[src/rtl/msd_pkg.sv]
// ----------------------------------------------------------------------------
// msd_pkg
// Shared types, constants and saturating helpers for the mass-spring-damper
// energy step block.
// ----------------------------------------------------------------------------
`default_nettype none

package msd_pkg;

  // Number format: signed fixed point, Q16.32 at these values
  localparam int WordBits   = 48;
  localparam int FracBits   = 32;
  localparam int RegBits    = 47;
  localparam int CfgIdxBits = 3;

  typedef logic signed [WordBits-1:0] word_t;
  typedef logic [RegBits-1:0]         creg_t;

  localparam word_t WordMax = {1'b0, {(WordBits-1){1'b1}}};
  localparam word_t WordMin = {1'b1, {(WordBits-1){1'b0}}};

  // Configuration register indexes
  typedef enum logic [CfgIdxBits-1:0] {
    REG_MASS      = 3'd0,
    REG_INV_MASS  = 3'd1,
    REG_DAMPING   = 3'd2,
    REG_STIFFNESS = 3'd3,
    REG_TIME_STEP = 3'd4
  } reg_idx_e;

  // Reset values: 1.5, 1/1.5, 0.8, 12.0 and 1e-4
  localparam creg_t MassRst      = 47'd6442450944;
  localparam creg_t InvMassRst   = 47'd2863311531;
  localparam creg_t DampingRst   = 47'd3435973837;
  localparam creg_t StiffnessRst = 47'd51539607552;
  localparam creg_t TimeStepRst  = 47'd429497;

  typedef struct packed {
    creg_t mass;
    creg_t inv_mass;
    creg_t damping;
    creg_t stiffness;
    creg_t time_step;
  } cfg_t;

  // Request to the shared multiplier
  typedef struct packed {
    logic  start;
    word_t op_a;
    word_t op_b;
  } mul_req_t;

  // Unsigned register value as a non-negative word
  function automatic word_t to_word(creg_t c);
    return word_t'({1'b0, c});
  endfunction

  // a + b, clamped to the word range
  function automatic word_t sat_add(word_t a, word_t b);
    logic [WordBits:0] s;
    s = {a[WordBits-1], a} + {b[WordBits-1], b};
    if (s[WordBits] != s[WordBits-1]) begin
      return s[WordBits] ? WordMin : WordMax;
    end
    return word_t'(s[WordBits-1:0]);
  endfunction

  // a - b, clamped to the word range
  function automatic word_t sat_sub(word_t a, word_t b);
    logic [WordBits:0] s;
    s = {a[WordBits-1], a} - {b[WordBits-1], b};
    if (s[WordBits] != s[WordBits-1]) begin
      return s[WordBits] ? WordMin : WordMax;
    end
    return word_t'(s[WordBits-1:0]);
  endfunction

  // a / 2, truncated toward zero
  function automatic word_t halve(word_t a);
    logic [WordBits-1:0] t;
    t = a + {{(WordBits-1){1'b0}}, a[WordBits-1]};
    return word_t'({t[WordBits-1], t[WordBits-1:1]});
  endfunction

endpackage

`default_nettype wire

[src/rtl/msd_mul.sv]
// ----------------------------------------------------------------------------
// msd_mul
// Shared fixed-point multiplier. Sign and magnitude, four half-word partial
// products accumulated over successive cycles, then shift by the fraction
// width and clamp to the word range.
// ----------------------------------------------------------------------------
`default_nettype none

module msd_mul (
  input  logic              clk_i,
  input  logic              rst_ni,
  input  msd_pkg::mul_req_t req_i,
  output logic              done_o,
  output msd_pkg::word_t    prod_o
);
  import msd_pkg::*;

  localparam int HalfBits = WordBits / 2;
  localparam int ProdBits = 2 * WordBits;
  localparam logic [2:0] NumPp = 3'd4;

  typedef enum logic [2:0] {
    M_IDLE = 3'b001,
    M_RUN  = 3'b010,
    M_SAT  = 3'b100
  } mul_state_e;

  mul_state_e state_q, state_d;
  logic [2:0] cnt_q, cnt_d;
  logic       done_q, done_d;

  logic [WordBits-1:0] a_mag_q, a_mag_d, b_mag_q, b_mag_d;
  logic                neg_q, neg_d;
  logic [WordBits-1:0] pp_q, pp_d;
  logic [1:0]          sh_q, sh_d;
  logic [ProdBits-1:0] acc_q, acc_d;
  word_t               prod_q, prod_d;

  logic [HalfBits-1:0] a_half, b_half;
  logic [WordBits-1:0] pp_next;
  logic [ProdBits-1:0] pp_shifted;
  logic                over;
  logic [WordBits-2:0] mag;

  function automatic logic [WordBits-1:0] mag_of(word_t v);
    logic [WordBits-1:0] u;
    u = v;
    return v[WordBits-1] ? (~u + {{(WordBits-1){1'b0}}, 1'b1}) : u;
  endfunction

  // Half-word selection and product for the current partial product
  always_comb begin
    a_half  = cnt_q[1] ? a_mag_q[WordBits-1:HalfBits] : a_mag_q[HalfBits-1:0];
    b_half  = cnt_q[0] ? b_mag_q[WordBits-1:HalfBits] : b_mag_q[HalfBits-1:0];
    pp_next = {{HalfBits{1'b0}}, a_half} * {{HalfBits{1'b0}}, b_half};
  end

  // Align the registered partial product
  always_comb begin
    case (sh_q)
      2'd0:    pp_shifted = {{WordBits{1'b0}}, pp_q};
      2'd1:    pp_shifted = {{HalfBits{1'b0}}, pp_q, {HalfBits{1'b0}}};
      default: pp_shifted = {pp_q, {WordBits{1'b0}}};
    endcase
  end

  // Drop the fraction bits; anything above the word magnitude saturates
  assign over = |acc_q[ProdBits-1:WordBits-1+FracBits];
  assign mag  = acc_q[WordBits-2+FracBits:FracBits];

  // Sequencing of the partial products
  always_comb begin
    state_d = state_q;
    cnt_d   = cnt_q;
    done_d  = 1'b0;
    a_mag_d = a_mag_q;
    b_mag_d = b_mag_q;
    neg_d   = neg_q;
    pp_d    = pp_q;
    sh_d    = sh_q;
    acc_d   = acc_q;
    prod_d  = prod_q;
    case (state_q)
      M_IDLE: begin
        if (req_i.start) begin
          a_mag_d = mag_of(req_i.op_a);
          b_mag_d = mag_of(req_i.op_b);
          neg_d   = req_i.op_a[WordBits-1] ^ req_i.op_b[WordBits-1];
          acc_d   = '0;
          cnt_d   = '0;
          state_d = M_RUN;
        end
      end
      M_RUN: begin
        if (cnt_q != NumPp) begin
          pp_d = pp_next;
          sh_d = {1'b0, cnt_q[1]} + {1'b0, cnt_q[0]};
        end
        if (cnt_q != 3'd0) begin
          acc_d = acc_q + pp_shifted;
        end
        if (cnt_q == NumPp) begin
          state_d = M_SAT;
        end
        cnt_d = cnt_q + 3'd1;
      end
      M_SAT: begin
        if (over) begin
          prod_d = neg_q ? WordMin : WordMax;
        end else begin
          prod_d = neg_q ? word_t'(-{1'b0, mag}) : word_t'({1'b0, mag});
        end
        done_d  = 1'b1;
        state_d = M_IDLE;
      end
      default: state_d = M_IDLE;
    endcase
  end

  always_ff @(posedge clk_i or negedge rst_ni) begin
    if (!rst_ni) begin
      state_q <= M_IDLE;
      cnt_q   <= '0;
      done_q  <= 1'b0;
    end else begin
      state_q <= state_d;
      cnt_q   <= cnt_d;
      done_q  <= done_d;
    end
  end

  always_ff @(posedge clk_i) begin
    a_mag_q <= a_mag_d;
    b_mag_q <= b_mag_d;
    neg_q   <= neg_d;
    pp_q    <= pp_d;
    sh_q    <= sh_d;
    acc_q   <= acc_d;
    prod_q  <= prod_d;
  end

  assign done_o = done_q;
  assign prod_o = prod_q;

endmodule

`default_nettype wire

[config.mk]
export PLATFORM = sky130hd
export DESIGN_NAME = msd_mul
export DESIGN_NICKNAME = d
export VERILOG_FILES = /design/src/rtl/msd_pkg.sv /design/src/rtl/msd_mul.sv
export SDC_FILE = /design/constraint.sdc
export NUM_CORES = 2
export LEC_CHECK = 0
export BUFFER_PORTS_ARGS = -buffer_cell sky130_fd_sc_hd__buf_2
export CAP_MARGIN = 20
export CORE_MARGIN = 2
export CORE_UTILIZATION = 60
export CTS_CLUSTER_SIZE = 10
export DETAILED_ROUTE_END_ITERATION = 16
export PLACE_DENSITY = 0.84
export SLEW_MARGIN = 20
export SYNTH_ARGS = -nofsm -noshare
export SYNTH_HDL_FRONTEND = slang
export SYNTH_SLANG_ARGS = --single-unit
[constraint.sdc]
create_clock -name clk_i -period 34.1 [get_ports clk_i]
set_clock_uncertainty 0.15 [all_clocks]
set_input_delay 1.705 -clock clk_i [delete_from_list [all_inputs] [get_ports clk_i]]
set_output_delay 1.705 -clock clk_i [all_outputs]
set_load 0.02 [all_outputs]
# == Word-level counts from Yosys, hierarchy flattened ==
# Cells that the tools add are included.
# classes
bitwise,3
addsub,6
n_reduce_logical,9
muxes,17
n_mul,1
eq_ne,9
# op_table
op,count
case mux 96 bit (2 select lines),2
two-way mux 96 bit,2
two-way mux 48 bit,3
adder 48 x 1 -> 48 bit (second input constant),2
adder 96 bit,1
inverter 48 bit,2
two-way mux 47 bit,2
multiplier 24 x 24 -> 48 bit,1
two-way mux 24 bit,2
negator 47 -> 48 bit,1
OR reduction 17 bit,1
case mux 3 bit (2 select lines),2
two-way mux 3 bit,3
AND reduction 2 bit,4
equality test 3 bit (second input constant),2
!= test 2 bit (second input constant),3
adder 3 x 1 -> 3 bit (second input constant),1
equality test 3 x 1 -> 1 bit (second input constant),1
equality test 3 x 2 -> 1 bit (second input constant),1
!= test 3 bit (second input constant),1
AND reduction 3 bit,1
nonzero test 3 bit,1
adder 1 x 1 -> 2 bit,1
equality test 2 x 1 -> 1 bit (second input constant),1
4 further kinds,4
# word_totals
input_bits,99
regBits,298
word_cells,57

# == Logic depth before layout (Yosys ltp) ==
# logic_depth
ltp_word,5
ltp_mapped,31
depth_no_buf,27

# == Worst setup path after synthesis ==
# No wires, ideal clock.
# synth_path
path_type,input to register
from,in req_i[96] in the netlist's numbering
to,reg acc_q[0] (enable)
slack_ns,19.130
setup_time_ns,0.608
cell_stages,4
arrival_ns,14.212
required_time_ns,33.342
path_cell_list,nand2_1 nor3_1 nor2_1 a31oi_1
# synth_via
elab_chain_len,2
# synth_lines
item,line,source
"start, declared",msd_mul.sv:12,"input msd_pkg::mul_req_t req_i,"
!= test 2 bit (no source line),n/a,
AND reduction 3 bit (no source line),n/a,
"end signal, assigned",msd_mul.sv:138,acc_q <= acc_d;
"end, declared",msd_mul.sv:36,"logic [ProdBits-1:0] acc_q, acc_d;"
# Every way passes these cells.
# A chain may end at the register's enable or synchronous reset.

# == Final worst setup path ==
# layout_path
from,reg cnt_q[0]
to,"reg pp_q[46], data pin"
# layout_via
elab_chain_len,2
# layout_lines
item,line,source
"start, declared",msd_mul.sv:29,"logic [2:0] cnt_q, cnt_d;"
"start signal, assigned",msd_mul.sv:127,cnt_q <= cnt_d;
two-way mux 24 bit,msd_mul.sv:54,b_half = cnt_q[0] ? b_mag_q[WordBits-1:HalfBits] : b_mag_q[HalfBits-1:0];
multiplier 24 x 24 -> 48 bit,msd_mul.sv:55,"pp_next = {{HalfBits{1'b0}}, a_half} * {{HalfBits{1'b0}}, b_half};"
net pp_next[46],msd_mul.sv:40,logic [WordBits-1:0] pp_next;
"end signal, assigned",msd_mul.sv:136,pp_q <= pp_d;
"end, declared",msd_mul.sv:34,"logic [WordBits-1:0] pp_q, pp_d;"
# The timed path passes the listed nets, and every way through them passes these cells.

==> key figures <==
Final layout
  – Area grow syn2layout: 6.99%
  – Fillers: 5045
  – Final Util: 0.650
  – Most frequent cells in the layout: inv_1 (622), nor2_1 (513), fa_1 (483), nand2_1 (465), edfxtp_1 (291)
  – Most common cell after layout, fill and taps aside: inv_1
  – Share of layout cells above drive strength 1: 0.0800
  – Net count reported at finish: 5098

Route
  – Via count: 30.9k
  – Detailed Route Iter0 Violations: 2926
  – Routed Antenna Nets: 0
  – Pre-Repair DR Iteration Count: 7
  – Final WL: 108000 microns
  – Routed wire per std cell: 21.0 microns
  – DR DRC count: 0
  – Via-to-Cell Ratio: 6.04

GRT
  – Gr ovfl total: 0
  – Vias in the first global route: 31.0k
  – Initial antenna violation count: 1
  – Tot GR Track Use: 0.327
  – First-pass GRT wire length: 169000 microns
  – Pin count of the biggest net entering global routing: 84

Yosys
  – Post-Synthesis Cells: 4185
  – Number of flops mapped to enable cells by yosys: 291
  – Yosys reg bits: 298
  – Largest family of logic cells by synthesized area: adder cells
  – Post-Synth Adder-Cell Area: 0.341
  – Mapped cell area: 38400 sq um
  – Main synth FF type: edfxtp_1
  – XOR/XNOR share of the synthesized area: 0.0525
  – Area fraction of the dominant cell type after synthesis: 0.252
  – Async S/R FF share, synth: 0.0235
  – Compound-cell area share of the yosys netlist: 0.110
  – Post-Synth Simple-Gate Area: 0.153
  – YS warnings: 0
  – Synth Area per Inst: 9.17 sq um
  – Unique masters post-synth: 71
  – Syn Nets: 5041
  – Area contributors post-synth: fa_1 (25%), edfxtp_1 (23%), ha_1 (8.9%)
  – Register area share after synthesis: 0.232
  – Biggest area consumer among synthesized cells: fa_1
  – Post-synthesis mux area share: 0.0320

Critical path
  – Worst EP required: 34.25 ns
  – Crit-path max cell delay: 0.70 ns
  – RR Startpoint: cnt_q[0]
  – Critical Path End: pp_q[46]
  – Critical path type: reg -> reg
  – Critical R2R Capture: pp_q[46]
  – CP arrival: 9.26 ns
  – Crit. End Element: flop
  – Slowest CP cell: mux2i_2
  – Reg2Reg Depth: 28
  – Crit path max fanout: 43
  – Most common cell on crit path: fa_1
  – Startpoint types: flop
  – Reg-to-reg slack, setup: 24.99 ns
  – Worst setup startpoint: cnt_q[0]

STA
  – RSZ-0062 raised after global routing: no
  – Normalized max-slew margin: 0.248
  – Finish-stage setup viols: 0
  – Worst-Margin Slew: 1.11 ns
  – Final worst path period need: 9.11 ns
  – Setup Total Neg Slack: 0 ns
  – Final Max Tran Viols: 0
  – Hold Fails Final Rpt: 0
  – Fmax: 110 MHz
  – Final Cycle Share: 0.267

Floorplan
  – Die area: 66000 sq um
  – Die Ht: 257 microns
  – Io pins: 148
  – Placement Rows: 92
  – Starting Density: 0.607
  – Die X: 257 microns
  – Core ar.: 63200 sq um

Clock tree
  – Clock Root Buffer: clkbuf_16
  – # clock sinks: 298
  – Clk_lat worst skew: 0.57 ns
  – Clock transition at path regs: 0.06 ns
  – Clock tree buffer depth: 3
  – CTS buffer count: 38
  – CTS tree: done
  – Post-CTS setup buffer count: 0
  – Hold-fix buffers at CTS: 0
  – Resize count post-CTS: 0
  – Htree depth: 2

Flow run
  – MaxCap Viol Count: 0

Worst hold path
  – Hold Crit Class: reg -> reg

Place
  – IO buf count: 147
  – HPWL Detailed: 85000 microns
  – GPL Wtd Cong: 1.01

Outcome
  – Status: finished, final reports clean
==> critical path, delay by kind of cell, from the launching register on <==
kind	cells	cell delay (ns)
AOI/OAI and AO/OA	5	1.51
xor gates and xnor gates	1	0.16
adders and majority gates	8	3.96
buffers and inverters	8	1.17
DFF	1	0.33
muxes	1	0.70
and+or+nand+nor	5	0.81
==> registers in the layout, summed over array words and instances, names as in the netlist <==
signal and flops:
a_mag_q 48, sh_q 2, prod_o 48, b_mag_q 48, neg_q 1, done_o 1, acc_q 96, state_q 3
pp_q 48, cnt_q 3
==> worst min-delay path by stage <==
stage	cells after the start	startpoint	slack [ns]	end
2_1_floorplan	1	cnt_q[2]	0.32	cnt_q[2]
3_3_place_gp	1	cnt_q[2]	0.40	cnt_q[2]
3_5_place_dp	1	cnt_q[2]	0.42	cnt_q[2]
4_1_cts	1	cnt_q[2]	0.43	cnt_q[2]
5_1_grt	1	cnt_q[2]	0.48	cnt_q[2]
6_report	1	cnt_q[2]	0.43	cnt_q[2]
==> final cells by class <==
type | count | area, sq um | share of cell area
multi-input combinational | 3084 | 26500 | 0.646
sequential | 298 | 8920 | 0.217
inverter | 622 | 2330 | 0.0569
timing repair buffer | 198 | 1120 | 0.0273
tap | 846 | 1060 | 0.0258
clock buffer | 54 | 1040 | 0.0254
clock inverter | 7 | 45.0 | 0.00110
antenna | 1 | 2.50 | 0.0000609
==> synthesized netlist by cell type, drive strengths merged (65+ instances only) <==
cell type    n
inv        622
nor2       513
fa         483
nand2      465
edfxtp     291
ha         274
clkbuf     174
a21oi      173
xnor2      171
o21ai      149
mux2i       72
and2        65
==> per-layer routing <==
layer | part of all wire | vias up | GRT usage
li1 | - | 14000 | -
met1 | 0.38 | 14800 | 0.409
met2 | 0.46 | 1728 | 0.534
met3 | 0.10 | 381 | 0.0722
met4 | 0.062 | 0 | 0.172
met5 | 0 | - | 0
==> per-stage QoR <==
step	worst slack, ns	hold WS, ns	instances	area, sq um
5_1_grt	24.61	0.481	5109	41100
2_1_floorplan	19.13	0.322	4185	38400
4_1_cts	25.10	0.431	5108	41100
3_5_place_dp	25.07	0.421	5047	40000
6_report	24.99	0.435	5110	41100
3_3_place_gp	25.23	0.401	5047	40000
==> cells by family (layout without fill, tap and decap cells) <==
family	count (synthesis)	after routing
AO/OA/AOI/OAI	651	651
XOR/XNOR	230	230
adder cells (fa/ha/maj)	757	757
buffers and inverters	803	881
flip-flops	298	298
multiplexers	117	117
other	0	1
AND/OR/NAND/NOR	1329	1329
Power is not shown: default switching activity piles up to over one toggle a cycle in this logic, so the estimate is an artifact.
