[src/rtl/msd_pkg.sv]
// ----------------------------------------------------------------------------
// msd_pkg
// Shared types, constants and saturating helpers for the mass-spring-damper
// energy step block.
// ----------------------------------------------------------------------------
`default_nettype none

package msd_pkg;

  // Number format: signed fixed point, Q16.32 at these values
  localparam int WordBits   = 48;
  localparam int FracBits   = 32;
  localparam int RegBits    = 47;
  localparam int CfgIdxBits = 3;

  typedef logic signed [WordBits-1:0] word_t;
  typedef logic [RegBits-1:0]         creg_t;

  localparam word_t WordMax = {1'b0, {(WordBits-1){1'b1}}};
  localparam word_t WordMin = {1'b1, {(WordBits-1){1'b0}}};

  // Configuration register indexes
  typedef enum logic [CfgIdxBits-1:0] {
    REG_MASS      = 3'd0,
    REG_INV_MASS  = 3'd1,
    REG_DAMPING   = 3'd2,
    REG_STIFFNESS = 3'd3,
    REG_TIME_STEP = 3'd4
  } reg_idx_e;

  // Reset values: 1.5, 1/1.5, 0.8, 12.0 and 1e-4
  localparam creg_t MassRst      = 47'd6442450944;
  localparam creg_t InvMassRst   = 47'd2863311531;
  localparam creg_t DampingRst   = 47'd3435973837;
  localparam creg_t StiffnessRst = 47'd51539607552;
  localparam creg_t TimeStepRst  = 47'd429497;

  typedef struct packed {
    creg_t mass;
    creg_t inv_mass;
    creg_t damping;
    creg_t stiffness;
    creg_t time_step;
  } cfg_t;

  // Request to the shared multiplier
  typedef struct packed {
    logic  start;
    word_t op_a;
    word_t op_b;
  } mul_req_t;

  // Unsigned register value as a non-negative word
  function automatic word_t to_word(creg_t c);
    return word_t'({1'b0, c});
  endfunction

  // a + b, clamped to the word range
  function automatic word_t sat_add(word_t a, word_t b);
    logic [WordBits:0] s;
    s = {a[WordBits-1], a} + {b[WordBits-1], b};
    if (s[WordBits] != s[WordBits-1]) begin
      return s[WordBits] ? WordMin : WordMax;
    end
    return word_t'(s[WordBits-1:0]);
  endfunction

  // a - b, clamped to the word range
  function automatic word_t sat_sub(word_t a, word_t b);
    logic [WordBits:0] s;
    s = {a[WordBits-1], a} - {b[WordBits-1], b};
    if (s[WordBits] != s[WordBits-1]) begin
      return s[WordBits] ? WordMin : WordMax;
    end
    return word_t'(s[WordBits-1:0]);
  endfunction

  // a / 2, truncated toward zero
  function automatic word_t halve(word_t a);
    logic [WordBits-1:0] t;
    t = a + {{(WordBits-1){1'b0}}, a[WordBits-1]};
    return word_t'({t[WordBits-1], t[WordBits-1:1]});
  endfunction

endpackage

`default_nettype wire

[src/rtl/msd_cfg.sv]
// ----------------------------------------------------------------------------
// msd_cfg
// Configuration register file: mass, inverse mass, damping, stiffness and
// time step, written through a plain index/data port.
// ----------------------------------------------------------------------------
`default_nettype none

module msd_cfg (
  input  logic                            clk_i,
  input  logic                            rst_ni,
  input  logic                            cfg_we_i,
  input  logic [msd_pkg::CfgIdxBits-1:0]  cfg_addr_i,
  input  logic [msd_pkg::RegBits-1:0]     cfg_wdata_i,
  output msd_pkg::cfg_t                   cfg_o
);
  import msd_pkg::*;

  cfg_t cfg_q, cfg_d;

  // Register write decode; unknown indexes are dropped
  always_comb begin
    cfg_d = cfg_q;
    if (cfg_we_i) begin
      case (cfg_addr_i)
        REG_MASS:      cfg_d.mass      = cfg_wdata_i;
        REG_INV_MASS:  cfg_d.inv_mass  = cfg_wdata_i;
        REG_DAMPING:   cfg_d.damping   = cfg_wdata_i;
        REG_STIFFNESS: cfg_d.stiffness = cfg_wdata_i;
        REG_TIME_STEP: cfg_d.time_step = cfg_wdata_i;
        default:       cfg_d = cfg_q;
      endcase
    end
  end

  always_ff @(posedge clk_i or negedge rst_ni) begin
    if (!rst_ni) begin
      cfg_q.mass      <= MassRst;
      cfg_q.inv_mass  <= InvMassRst;
      cfg_q.damping   <= DampingRst;
      cfg_q.stiffness <= StiffnessRst;
      cfg_q.time_step <= TimeStepRst;
    end else begin
      cfg_q <= cfg_d;
    end
  end

  assign cfg_o = cfg_q;

endmodule

`default_nettype wire

[config.mk]
export PLATFORM = sky130hd
export DESIGN_NAME = msd_cfg
export DESIGN_NICKNAME = d
export VERILOG_FILES = /design/src/rtl/msd_pkg.sv /design/src/rtl/msd_cfg.sv
export SDC_FILE = /design/constraint.sdc
export NUM_CORES = 1
export LEC_CHECK = 0
export BUFFER_PORTS_ARGS = -buffer_cell sky130_fd_sc_hd__buf_2
export CAP_MARGIN = 20
export CORE_MARGIN = 10
export CORE_UTILIZATION = 45
export CTS_CLUSTER_DIAMETER = 100
export CTS_CLUSTER_SIZE = 24
export DETAILED_ROUTE_END_ITERATION = 8
export PLACE_DENSITY_LB_ADDON = 0.1
export SYNTH_ARGS = -nofsm -noshare
export SYNTH_HDL_FRONTEND = slang
export SYNTH_SLANG_ARGS = --single-unit
[constraint.sdc]
create_clock -name clk_i -period 0.8 [get_ports clk_i]
set_clock_uncertainty 0.2 [all_clocks]
set_input_delay 0.08 -clock clk_i [delete_from_list [all_inputs] [get_ports clk_i]]
set_output_delay 0.08 -clock clk_i [all_outputs]
set_load 0.02 [all_outputs]
Word-level counts from Yosys, hierarchy flattened
Cells that the tools add are included.
{"block": "totals", "mem_count": 0, "romBits": 0, "ram_bits": 0, "output_inout_bits": 235, "latchBits": 0, "regBits": 235}
{"block": "classes", "n_reduce_logical": 6, "muxes": 0, "shifts": 0, "n_lt_le_gt_ge": 0, "n_eq_ne": 4, "addsub": 0, "bitwise_logic": 0, "div_mod_pow": 0, "n_mul": 0}
{"cell": "2-bit AND reduction", "count": 5}
{"cell": "3-bit by 2-bit equality test with 1-bit output, second input constant", "count": 2}
{"cell": "3-bit by 1-bit equality test with 1-bit output, second input constant", "count": 1}
{"cell": "3-bit equality test, second input constant", "count": 1}
{"cell": "3-bit zero test", "count": 1}

Longest topological paths before layout
Gate-level depths: netlist of run 1.
{"block": "logic_depth", "ltp_word": 2, "ltp_mapped": 4}

Least setup slack after synthesis of run 1
Ideal clock, no wire load.
{"block": "synth_timing", "path_kind": "input-to-reg", "from": "input port cfg_addr_i[0] (netlist bit)", "to": "register cfg_q (netlist bit cfg_o[194])", "cell_stages": 4, "t_arrival_ps": 1022, "n_path_buf": 2, "path_slack_ps": -550, "setup_time_ps": 127, "cell_sequence": "nor4b_2 > buf_4 > buf_6 > mux2_1"}
{"block": "synth_between", "elab_chain_len": 2}
{"element": "start: declaration", "line_no": "msd_cfg.sv:12", "source": "input logic [msd_pkg::CfgIdxBits-1:0] cfg_addr_i,"}
{"element": "3-bit zero test", "line_no": "msd_cfg.sv:24", "source": "case (cfg_addr_i)"}
{"element": "2-bit AND reduction (no line)"}
{"element": "end signal: assignment", "line_no": "msd_cfg.sv:43", "source": "cfg_q <= cfg_d;"}
{"element": "end: declaration", "line_no": "msd_cfg.sv:18", "source": "cfg_t cfg_q, cfg_d;"}
No other way between the ends.
A chain may end at the register's enable or synchronous reset.

Worst setup path in the final report of run 1
{"block": "layout_timing", "from": "register cfg_q (netlist bit cfg_o[168])", "to": "output port cfg_o[168] (netlist bit)"}
{"element": "end: declaration", "line_no": "msd_cfg.sv:14", "source": "output msd_pkg::cfg_t cfg_o"}
No word-level cell between the ends.

==> summary.md, run 1 <==
| Metric | Value |
|---|---|
| Outcome | finished with violations |
| Failing checks | hold timing, setup timing |
| Fin. Hold Viols | 461 |
| Routed Antenna Nets | 0 |
| Switching share of power | 0.316 |
| Num ports | 288 |
| Grt ovf | 0 |
| Post-synth cell types | 10 |
| WP data arrival | 1170 ps |
| DRC viols | 0 |
| Hold_buf cts | 3 |
| Post-Synthesis Net Count | 553 |
| FFs w/ async S/R, synth | 1.00 |
| First drt pass iteration count | 4 |
| FF+latch count, synth | 235 |
| FF-to-FF End | cfg_o[169] |
| Mean post-synth cell area | 17.7 µm² |
| Fillcell total | 942 |
| Wirelength, routed | 33.4 mm |
| Max_cap viols | 0 |
| Crit Path Class | flop to output port |
| Pint | 29.7 mW |
| CP Launch Type | flop |
| Clock Power Share | 0.162 |
| Final instance area | 16100 µm² |
| Seq pwr share | 0.396 |
| CTS Buffer Depth | 3 |
| Seq/Total Area, Yosys | 0.670 |
| Worst r2r src | cfg_o[169] |
| CP required | 520 ps |
| Synth top cells by count | 186 x dfrtp_1, 150 x mux2_1, 85 x mux2_2, 49 x dfstp_2, 12 x buf_6 |
| Worst path max stage delay | 570 ps |
| Slew @ Worst Pin | 278 ps |
| Clock slew at reported path FFs | 100 ps |
| Clk sinks | 235 |
| Final core occ | 0.832 |
| Cells along the critical path | buf_6 |
| Reg2Reg Depth | 3 |
| Dominant synthesized flop cell | dfrtp_1 |
| Max reg flops | 235 |
| Synth top area share | 0.525 |
| Max Slew Vio Count | 0 |
| Total Routing Usage GR | 0.248 |
| DP Area | 11800 µm² |
| Initial antenna violation count | 2 |
| Unrepaired setup endpoints after global routing | yes |
| Post-detailed-route wirelength per cell | 25.5 µm |
| Layout area overhead | 82.1% |
| Yosys warns | 0 |
| Top-count cell post-synth | dfrtp_1 |
| Placer Congestion | 0.787 |
| Pre-CTS WS | -807 ps |
| Die outline height | 160 µm |
| Die X | 160 µm |
| Share of post-route cells with drive strength above 1 | 0.812 |
| Mapped Area | 8870 µm² |
| Largest net degree at the start of global routing | 43 |
| NumNets Final | 1087 |
| Hold Crit Class | input pin to asynchronous set/reset pin |
| Worst-Skew Late Latency | 460 ps |
| HPWL Detailed | 18.1 mm |
| Std cell rows | 51 |
| Logic pwr share | 0.443 |
| Setup violators final | 470 |
| PD cells | 2690 nW/µm² |
| Crit-path max FO | 2 |
| CTS HTree Levels | 1 |
| Min Hold Slack | -763 ps |
| Worst reg-to-reg setup slack | -450 ps |
| Core footprint | 19400 µm² |
| Max VDD drop | 2.08 mV |
| Detailed-route via count | 6578 |
| Total CTS buffers | 13 |
| Number of flops mapped to enable cells by yosys | 0 |
| Crit path max-delay cell type | dfstp_2 |
| First-pass GRT wire length | 49.6 mm |
| CP top delay family | flip-flops |
| Slew Limit Headroom | 0.814 |
| Leak | 7.84 nW |
| Vias per cell | 5.03 |
| WP buf/inv | 1 |
| Top post-synthesis cells by area | dfrtp_1 52%, mux2_1 19%, dfstp_2 15% |
| Achievable Freq | 688 MHz |
| Post-route insts no fill | 1307 |
| Setup ws final | -653 ps |
| CTS tree | built |
| Placed insts | 1114 |
| Crit share post-route | 1.82 |
| Root buffer cell | clkbuf_16 |
| CP endpoint kind | output port |
| Initial Util | 0.457 |
| Net switching power | 13.7 mW |
| Mapped Cells | 500 |
| Starting DRT DRC Count | 313 |
| Die ar. | 25700 µm² |
| Post-synth top area cell | dfrtp_1 |
| Sum Neg Setup Slack | -212880 ps |
| IO Port Bufs | 287 |
| Post-route total power | 43.4 mW |
| Crit path time final | 1450 ps |
| Via count of the first global-routing pass | 7566 |
[final cells by class]
type | count | area, µm² | area share
clock inverter | 1 | 6.26 | 0.000387
multi-input combinational | 240 | 3540 | 0.219
timing repair buffer | 544 | 5970 | 0.370
sequential | 235 | 5940 | 0.368
tap | 265 | 332 | 0.0205
antenna | 2 | 5.00 | 0.000310
clock buffer | 20 | 352 | 0.0218
[power groups by stage]
stage / Combinational, mW / Clock [mW] / Sequential [mW]
floorplan: 3.30 / 0 / 19.7
global placement: 11.8 / 0 / 16.4
detailed placement: 12.0 / 0 / 16.5
CTS: 17.8 / 7.02 / 16.9
global route: 20.1 / 7.55 / 17.4
finish: 19.2 / 7.00 / 17.2
[logic make-up after synthesis]
family,count (synthesis),share of synthesized area
and+or+nand+nor,5,0.00691
DFF,235,0.670
muxes,235,0.298
buffers and inverters,25,0.0246
[routing by layer]
metal	vias up	share of wire	track usage
li1	2838	-	-
met1	3453	0.40	0.308
met2	240	0.51	0.423
met3	47	0.072	0.0637
met4	0	0.027	0.0626
met5	-	0	0
[placed cells by master (no fill, tap or decap), types with 3 or more instances in the layout]
cell type / netlist / final
clkbuf_1: 0 / 7
buf_12: 0 / 31
dfrtp_1: 186 / 186
buf_4: 7 / 93
buf_6: 12 / 353
mux2_2: 85 / 19
buf_16: 0 / 13
buf_8: 0 / 4
buf_2: 6 / 48
clkbuf_16: 0 / 13
dfstp_2: 49 / 49
and4bb_4: 0 / 3
mux2_4: 0 / 216
[what timing repair did]
action,CTS,global route
gates cloned,25,0
endpoints found under the setup margin,470,479
hold endpoints to repair,470,461
buffers inserted,105,89
pin swaps,2,3
resized for setup,639,101
[how the worst max path moves through the flow]
stage                             to  depth (start not counted)     startpoint  slack [ps]
after floorplan           cfg_o[194]                          4  cfg_addr_i[0]        -510
after global placement    cfg_o[189]                          4  cfg_addr_i[0]        -770
after detailed placement  cfg_o[229]                          4  cfg_addr_i[0]        -810
after CTS                 cfg_o[124]                          1     cfg_o[124]        -660
after global routing      cfg_o[168]                          1     cfg_o[168]        -690
final                     cfg_o[168]                          1     cfg_o[168]        -650
No activity file was read; power rests on OpenSTA's default activity.
==> run 2, diff against run 1 <==
CTS_CLUSTER_DIAMETER = not set   (was 100)
REMOVE_ABC_BUFFERS = 1   (was not set)
==> summary.md, run 2 (synthesis gave the netlist of run 1 again) <==
| Metric | Value |
|---|---|
| Outcome | finished with violations |
| Failing checks | hold timing, setup timing |
| Setup ws final | -685 ps (-32.4 ps) |
| WP data arrival | 1210 ps (+40 ps) |
| CP top delay family | flip-flops |
| Setup violators final | 470 (unchanged) |
| CP required | 520 ps (about the same) |
| Detailed-route via count | 6506 (-1.1%) |
| Hold_buf cts | 2 (-1) |
| Max Slew Vio Count | 0 (unchanged) |
| Fin. Hold Viols | 230 (-50%) |
| Clock slew at reported path FFs | 60 ps (-40 ps) |
| Worst path max stage delay | 570 ps (about the same) |
| Final instance area | 16500 µm² (+2.0%) |
| First-pass GRT wire length | 47.1 mm (-5.1%) |
| PD cells | 2990 nW/µm² (+11%) |
| Crit path launch | cfg_o[17] |
| Post-route total power | 49.2 mW (+14%) |
| Hold Crit Class | input pin to flop |
| Std cell rows | 51 (unchanged) |
| Cells along the critical path | buf_6 |
| DP Area | 11300 µm² (-3.9%) |
| Total Routing Usage GR | 0.235 (-0.0134) |
| Worst Hold Launch | cfg_wdata_i[4] |
| Setup crit end | cfg_o[17] |
| Root buffer cell | clkbuf_16 |
| Die X | 160 µm (unchanged) |
| Unrepaired setup endpoints after global routing | yes |
| Grt ovf | 0 (unchanged) |
| Vias per cell | 5.07 (+0.68%) |
| Reg2Reg Depth | 3 (unchanged) |
| Register area | 5940 µm² (unchanged) |
| WP buf/inv | 1 (unchanged) |
| Wirelength, routed | 34.8 mm (+4.3%) |
| Most frequent cells in the layout | 367 x buf_6, 213 x mux2_4, 186 x dfrtp_1 |
| Core footprint | 19400 µm² (unchanged) |
| Die ar. | 25700 µm² (unchanged) |
| Num ports | 288 (unchanged) |
| Clk sinks | 235 (unchanged) |
| Initial antenna violation count | 1 (-1) |
| Commonest non-fill, non-tap cell in the layout | buf_6 |
| Fillcell total | 887 (-5.8%) |
| Crit path max-delay cell type | dfstp_2 |
| Multi-input gate area | 3530 µm² (-0.32%) |
| Max_cap viols | 0 (unchanged) |
| Placer Congestion | 0.756 (-4.0%) |
| Worst reg-to-reg setup slack | -420 ps (+30 ps) |
| Crit Path Class | flop to output port |
| Post-detailed-route wirelength per cell | 27.1 µm (+6.2%) |
| CTS Buffer Depth | 3 (unchanged) |
| IO Port Bufs | 287 (unchanged) |
| Largest net degree at the start of global routing | 45 (+4.7%) |
| Routed Antenna Nets | 0 (unchanged) |
| Leak | 7.95 nW (+1.3%) |
| Sum Neg Setup Slack | -192940 ps (+19940 ps) |
| Max reg flops | 235 (unchanged) |
| Post-route insts no fill | 1284 (-1.8%) |
| CTS tree | built |
| Max VDD drop | 2.12 mV (+2.0%) |
| Share of post-route cells with drive strength above 1 | 0.804 (-0.00800) |
| Crit-path max FO | 2 (unchanged) |
| CP Launch Type | flop |
| HPWL Detailed | 18.0 mm (-0.75%) |
| Achievable Freq | 673 MHz (-2.2%) |
| First drt pass iteration count | 4 (unchanged) |
| Die outline height | 160 µm (unchanged) |
| Min Hold Slack | -337 ps (+426 ps) |
| Via count of the first global-routing pass | 7389 (-2.3%) |
| DRC viols | 0 (unchanged) |
| Placed insts | 1128 (+1.3%) |
| Layout area overhead | 85.7% |
| CP endpoint kind | output port |
| Total CTS buffers | 25 (+12) |
| FF-to-FF End | cfg_o[102] |
| CTS HTree Levels | 1 (unchanged) |
| Slew Limit Headroom | 0.832 (+0.0184) |
| Crit path time final | 1490 ps (+32.4 ps) |
| Starting DRT DRC Count | 243 (-22%) |
| Initial Util | 0.457 (unchanged) |
| Worst r2r src | cfg_o[102] |
| NumNets Final | 1053 (-3.1%) |
| Worst-Skew Late Latency | 510 ps (+50 ps) |
| Slew @ Worst Pin | 250 ps (-27.5 ps) |
| Crit path depth | 1 (unchanged) |
| Crit share post-route | 1.86 (+0.0405) |
## run 2: cell types whose count changed in the layout (fill, tap and decap cells not counted), moves of 5 or more
cell / before / now
clkbuf_16: 13 / 33
clkbuf_8: 0 / 5
bufinv_16: 0 / 7
buf_4: 93 / 31
buf_6: 353 / 367
buf_12: 31 / 22
mux2_2: 19 / 14
mux2_1: 0 / 8
## run 2: cell type report
cell class	count	share of cell area
Clock inverter	12	0.0147
Timing Repair Buffer	498	0.347
Sequential cell	235	0.361
Antenna cell	1	0.000152
Multi-Input combinational cell	240	0.214
Clock buffer	33	0.0429
Tap cell	265	0.0201
## run 2: through the flow
step	setup slack [ps]	util
floorplan	-2830	-
global placement	-771	0.584
detailed placement	-822	0.584
CTS	-696	0.784
global route	-716	0.849
finish	-685	0.849
## run 2: worst min-delay path by stage
stage | end | slack, ps | cells past startpoint
floorplan | cfg_o[102] | -420 | 0
global placement | cfg_o[137] | -60 | 2
detailed placement | cfg_o[43] | -60 | 2
CTS | cfg_o[70] | -360 | 2
global route | cfg_o[58] | -340 | 2
finish | cfg_o[192] | -340 | 2
## run 2: per-layer routing
metal,share of wire,track usage,wire length [µm],vias up
li1,-,-,-,2776
met5,0,0,0,-
met3,0.066,0.0654,2310,52
met1,0.38,0.268,13300,3421
met2,0.53,0.417,18400,257
met4,0.024,0.0747,843,0
## run 2: power by group
part / internal (mW) / switching [mW] / leakage (nW)
logic: 11.2 / 7.41 / 4.74
registers: 14.9 / 2.36 / 2.75
clock network: 8.45 / 4.85 / 0.455
total: 34.6 / 14.6 / 7.95
## run 2: timing repair
item | CTS | global route
resized for setup | 659 | 197
pin swaps | 2 | 4
gates cloned | 14 | 10
endpoints found under the setup margin | 470 | 470
buffers inserted | 38 | 60
hold endpoints to repair | 470 | 230
==> run 3, diff against run 2 <==
SKIP_LAST_GASP = 1   (was not set)
==> summary.md, run 3 (synthesis gave the netlist of run 1 again) <==
| Metric | Value |
|---|---|
| CP endpoint kind | output port |
| Crit path launch | cfg_o[97] |
| Post-route total power | 49.2 mW (about the same) |
| Switching share of power | 0.297 (about the same) |
| Slew Limit Headroom | 0.833 (+0.00105) |
| Setup ws final | -685 ps (-0.399 ps) |
| Crit-path max FO | 2 (unchanged) |
| Grt ovf | 0 (unchanged) |
| Failing checks | hold timing, setup timing |
| WP data arrival | 1210 ps (about the same) |
| CP required | 520 ps (about the same) |
| Std cell rows | 51 (unchanged) |
| Hold Crit Class | input pin to flop |
| Max Slew Vio Count | 0 (unchanged) |
| Root buffer cell | clkbuf_16 |
| NumNets Final | 1053 (unchanged) |
| Setup violators final | 470 (unchanged) |
| First-pass GRT wire length | 47.1 mm (unchanged) |
| Core footprint | 19400 µm² (unchanged) |
| Sum Neg Setup Slack | -192810 ps (+135 ps) |
| Hold_buf cts | 2 (unchanged) |
| Die outline height | 160 µm (unchanged) |
| Largest net degree at the start of global routing | 45 (unchanged) |
| DRC viols | 0 (unchanged) |
| Cells along the critical path | buf_6 |
| Min Hold Slack | -333 ps (+3.57 ps) |
| Clk sinks | 235 (unchanged) |
| Initial antenna violation count | 2 (+1) |
| Worst r2r src | cfg_o[102] |
| Achievable Freq | 673 MHz (about the same) |
| Max_cap viols | 0 (unchanged) |
| Die X | 160 µm (unchanged) |
| Worst Hold Launch | cfg_wdata_i[4] |
| Pint | 34.6 mW (about the same) |
| Seq pwr share | 0.352 (about the same) |
| Post-route insts no fill | 1285 (+0.078%) |
| Pre-CTS WS | -822 ps (unchanged) |
| Unrepaired setup endpoints after global routing | yes |
| CP Launch Type | flop |
| Layout area overhead | 85.7% (about the same) |
| Most frequent cells in the layout | 367 x buf_6, 212 x mux2_4, 186 x dfrtp_1 |
| HPWL Detailed | 18.0 mm (unchanged) |
| Crit path time final | 1490 ps (+0.399 ps) |
| Crit share post-route | 1.86 (about the same) |
| Fillcell total | 884 (-0.34%) |
| Routed Antenna Nets | 0 (unchanged) |
| Clock slew at reported path FFs | 60 ps (about the same) |
| Logic pwr share | 0.378 (about the same) |
| Worst path max stage delay | 570 ps (about the same) |
| Detailed-route via count | 6504 (-0.031%) |
| Crit Path Class | flop to output port |
| CTS HTree Levels | 1 (unchanged) |
| Placed insts | 1128 (unchanged) |
| Total Routing Usage GR | 0.235 (unchanged) |
| Fin. Hold Viols | 230 (unchanged) |
| Clock Power Share | 0.270 (about the same) |
| Placer Congestion | 0.756 (unchanged) |
| PD cells | 2990 nW/µm² (about the same) |
| Net switching power | 14.6 mW (about the same) |
| Leak | 7.94 nW (about the same) |
| Commonest non-fill, non-tap cell in the layout | buf_6 |
| WP buf/inv | 1 (unchanged) |
| Die ar. | 25700 µm² (unchanged) |
| Crit path max-delay cell type | dfstp_2 |
| Max reg flops | 235 (unchanged) |
| Total CTS buffers | 25 (unchanged) |
| Num ports | 288 (unchanged) |
| Via count of the first global-routing pass | 7389 (unchanged) |
| First drt pass iteration count | 4 (unchanged) |
| Post-detailed-route wirelength per cell | 27.2 µm (+0.15%) |
| CTS Buffer Depth | 3 (unchanged) |
| Outcome | finished with violations |
| Share of post-route cells with drive strength above 1 | 0.804 (unchanged) |
| Wirelength, routed | 34.9 mm (+0.23%) |
| IO Port Bufs | 287 (unchanged) |
| Max VDD drop | 2.11 mV (-0.38%) |
| CTS tree | built |
| Final core occ | 0.849 (about the same) |
| CP top delay family | flip-flops |
| Initial Util | 0.457 (unchanged) |
| Slew @ Worst Pin | 249 ps (-1.57 ps) |
| Starting DRT DRC Count | 232 (-4.5%) |
| Worst-Skew Late Latency | 510 ps (about the same) |
| Vias per cell | 5.06 (-0.11%) |
==> run 3: cell count changes in the layout (fill, tap and decap cells not counted) <==
cell     delta
diode_2     +1
mux2_4      -1
mux2_2      +1
==> run 3: worst reg2reg max path, cell delays in order, from the launching register on <==
cell and delay (ps):
dfrtp_1 410, buf_6 130, buf_6 100, mux2_4 260
==> run 3: path summary, 6_finish.rpt <==
path                         endpoint  slack, ps  cells after the start
min in group asynchronous  cfg_o[137]         40                      3
max in group asynchronous   cfg_o[97]         50                      3
max                         cfg_o[97]       -690                      1
min reg2reg                 cfg_o[63]        340                      1
max reg2reg                cfg_o[102]       -430                      3
min                        cfg_o[192]       -330                      2
==> run 3: timing repair <==
| action | CTS | global route |
|---|---|---|
| pin swaps | 2 | 4 |
| endpoints found under the setup margin | 470 | 470 |
| buffers inserted | 38 | 60 |
| endpoints found under the hold margin | 470 | 230 |
| resized for setup | 659 | 196 |
| cloned | 14 | 10 |
==> run 3: layout make-up <==
cell class              instances  area (µm²)  area share
flip-flops and latches        235        5940       0.361
repair buffers                498        5720       0.347
multi-input cells             240        3520       0.214
clock buffers                  33         706      0.0429
well taps                     265         332      0.0201
clock inverters                12         243      0.0147
diodes                          2        5.00    0.000304
==> run 3: stage by stage <==
stage                     cell area, µm²  hold WS, ps
after floorplan                     8650         -416
after global placement             11300        -58.8
after detailed placement           11300        -59.3
after CTS                          15200         -363
after global routing               16500         -338
final                              16500         -333
==> run 3: power groups by stage <==
stage	Combinational, mW	Clock [mW]	Sequential, mW
floorplan	2.08	0	19.7
global placement	10.8	0	16.2
detailed placement	11.0	0	16.4
CTS	16.3	13.4	16.9
global route	19.4	14.0	17.6
finish	18.6	13.3	17.3
==> run 3: metal layers <==
metal	wire length (µm)	GRT usage	up-vias
met2	18500	0.417	255
met3	2250	0.0654	54
met4	916	0.0747	0
li1	-	-	2772
met1	13300	0.268	3423
met5	0	0	-
